### src/rtl/etv_cell.sv
`timescale 1ns / 1ps
// One storage cell of a rotating table ring.
// Takes its neighbor's entry whenever the ring steps.
module etv_cell #(
    parameter int W = 32
) (
    input  logic         clk,
    input  logic         step,
    input  logic [W-1:0] din,
    output logic [W-1:0] dout
);

    logic [W-1:0] data_reg;

    always_ff @(posedge clk)
    begin
        if (step)
        begin
            data_reg <= din;
        end
    end

    assign dout = data_reg;

endmodule

### config.mk
export PLATFORM = sky130hd
export DESIGN_NAME = etv_cell
export DESIGN_NICKNAME = d
export VERILOG_FILES = /design/src/rtl/etv_cell.sv
export SDC_FILE = /design/constraint.sdc
export NUM_CORES = 1
export LEC_CHECK = 0
export BUFFER_PORTS_ARGS = -buffer_cell sky130_fd_sc_hd__buf_2
export CAP_MARGIN = 30
export CORE_ASPECT_RATIO = 1.25
export CORE_MARGIN = 1.5
export CORE_UTILIZATION = 32
export DETAILED_ROUTE_END_ITERATION = 7
export HOLD_SLACK_MARGIN = 0.03
export MAX_ROUTING_LAYER = met4
export PLACE_DENSITY = 0.64
export SETUP_SLACK_MARGIN = 0.15
export SLEW_MARGIN = 30
export SYNTH_ARGS = -nofsm -noshare
export SYNTH_HDL_FRONTEND = slang
export SYNTH_SLANG_ARGS = --single-unit
### constraint.sdc
create_clock -name clk -period 0.8 [get_ports clk]
set_input_delay 0 -clock clk [delete_from_list [all_inputs] [get_ports clk]]
set_output_delay 0 -clock clk [all_outputs]
set_load 0.02 [all_outputs]
==> flow_summary.json <==
{
  "synth_area_um2": 961,
  "ys_ff_latch": 32,
  "crit_type": "flop to output pin",
  "setup_tns_ns": -1.47,
  "start_util_pct": 33.2,
  "die_x_um": 52.0,
  "grt_max_degree": 33,
  "dieHeight_um": 64.3,
  "core_area_um2": 2890,
  "grt_pass1_vias": 761,
  "wl_um": 2060,
  "grt-ovfl-total": 0,
  "finalCritPeriodShare_pct": 108,
  "clk_pin_slew_ns": 0.09,
  "slowest_stage": "edfxtp_1",
  "track_usage_pct": 14.1,
  "final-hold-violation-count": 0,
  "max_cap_violations": 0,
  "area_growth_pct": 94.3,
  "placedCellCount": 134,
  "multi_input_gates": 0,
  "grt_setup_unrepaired": "yes",
  "largest_reg_flops": 32,
  "finalSetupViolCount": 32,
  "final_cell_mix": "buf_2, edfxtp_1, dlygate4sd3_1, buf_6, clkbuf_4",
  "cts_tree": "yes",
  "drv_slew": 0,
  "worst_ep_required_time_ns": 0.80,
  "multi_input_area_um2": 0,
  "peakVddDrop_mv": 1.40,
  "setup.worst_path.start_class": "flop",
  "p_per_area_nw_per_um2": 1850,
  "drive_gt1_share_pct": 51.8,
  "synth_nets": 66,
  "leakage_nw": 0.789,
  "netlist_instances": 32,
  "seq_area_um2": 961,
  "clk_path_buf_depth": 2,
  "viasPerCell": 4.10,
  "wl_per_cell_um": 11.9,
  "critPathMaxFanout": 1,
  "fin_util_pct": 64.6,
  "grt_pass1_wl_um": 3170,
  "cts.sinks": 32,
  "antenna_found_initial": 0,
  "critPathBufInv": 1,
  "fin_nets": 171,
  "violations": "negative setup slack",
  "critical-path-top-delay-family": "flip-flops",
  "cts_buffers": 5,
  "die_area_um2": 3340,
  "fin_cells": 173,
  "post_cts_buffers": 0,
  "final_common_cell": "buf_2",
  "place_congestion": 0.655,
  "firstDrtPassIters": 2,
  "fin_crit_ns": 0.864,
  "row_count": 22,
  "relSlewSlack_pct": 89.1,
  "ys_seq_area_share_pct": 100,
  "max_freq_ghz": 1.16,
  "drtIter0Drc": 5,
  "ios": 66,
  "port_buffers": 65,
  "synth.yosys.warnings": 0,
  "postSynthAreaPerCell_um2": 30.0,
  "path_cells": "buf_6",
  "arrival_ns": 0.86,
  "root_buffer": "clkbuf_4",
  "drtAntennaViolNets": 0,
  "holdCritPathClass": "input port to flop",
  "worst_slack_ns": -0.0642,
  "synth_cell_types": 1,
  "end_kind": "output pin",
  "max_stage_delay_ns": 0.40,
  "fillers": 212,
  "status": "finished, violations left",
  "htree_levels": 2,
  "vias": 710,
  "drc": 0,
  "worstMarginPinSlew_ns": 0.163,
  "insertedDiodeCount": 0
}
## repair_timing
item	in CTS	in global routing
hold buffers	32	0
resized for setup	12	36
setup endpoints to repair	32	32
hold endpoints to repair	32	0
## Yosys cell counts
library cell | count | share of area (%)
edfxtp_1 | 32 | 100
## kinds of logic (layout without fill, tap and decap cells)
| kind of cell | count (synthesis) | in the layout | synth area share (%) |
|---|---|---|---|
| buffers and inverters | 0 | 105 | 0 |
| flip-flops | 32 | 32 | 100 |
## report_power, final
group	internal [W]	switching [W]
sequential	0.00199	0.0000500
clock	0.000306	0.000456
combinational	0.000359	0.000282
total	0.00266	0.000788
## layer usage
layer / global-route usage (%) / up-vias / wire, um
li1: - / 337 / -
met1: 12.2 / 319 / 693
met2: 25.0 / 51 / 1140
met3: 7.24 / 3 / 197
met4: 4.93 / 0 / 30
met5: - / - / 0
## cell type report
class                   instances  share of cell area (%)
flip-flops and latches         32                    51.5
clock inverters                 2                   0.402
repair buffers                 98                    43.7
clock buffers                   5                    2.01
well taps                      36                    2.41
## per-stage QoR
step | total power, W | setup slack [ns] | hold WS [ns] | instance area (um2)
3_5_place_dp | 0.00247 | 0.184 | 0.178 | 1350
5_1_grt | 0.00363 | -0.126 | 0.125 | 1870
3_3_place_gp | 0.00246 | 0.193 | 0.177 | 1350
2_1_floorplan | 0.00224 | 0.351 | 0.0989 | 961
6_report | 0.00344 | -0.0642 | 0.136 | 1870
4_1_cts | 0.00339 | -0.104 | 0.110 | 1750
## path summary, 6_finish.rpt
check,from,end,slack (ns),cells after the start
worst max-delay path,dout[4]$_DFFE_PP_,dout[4],-0.06,1
worst min-delay path,step,dout[17]$_DFFE_PP_,0.14,2
Note: power is estimated with default switching activity, not from simulation.
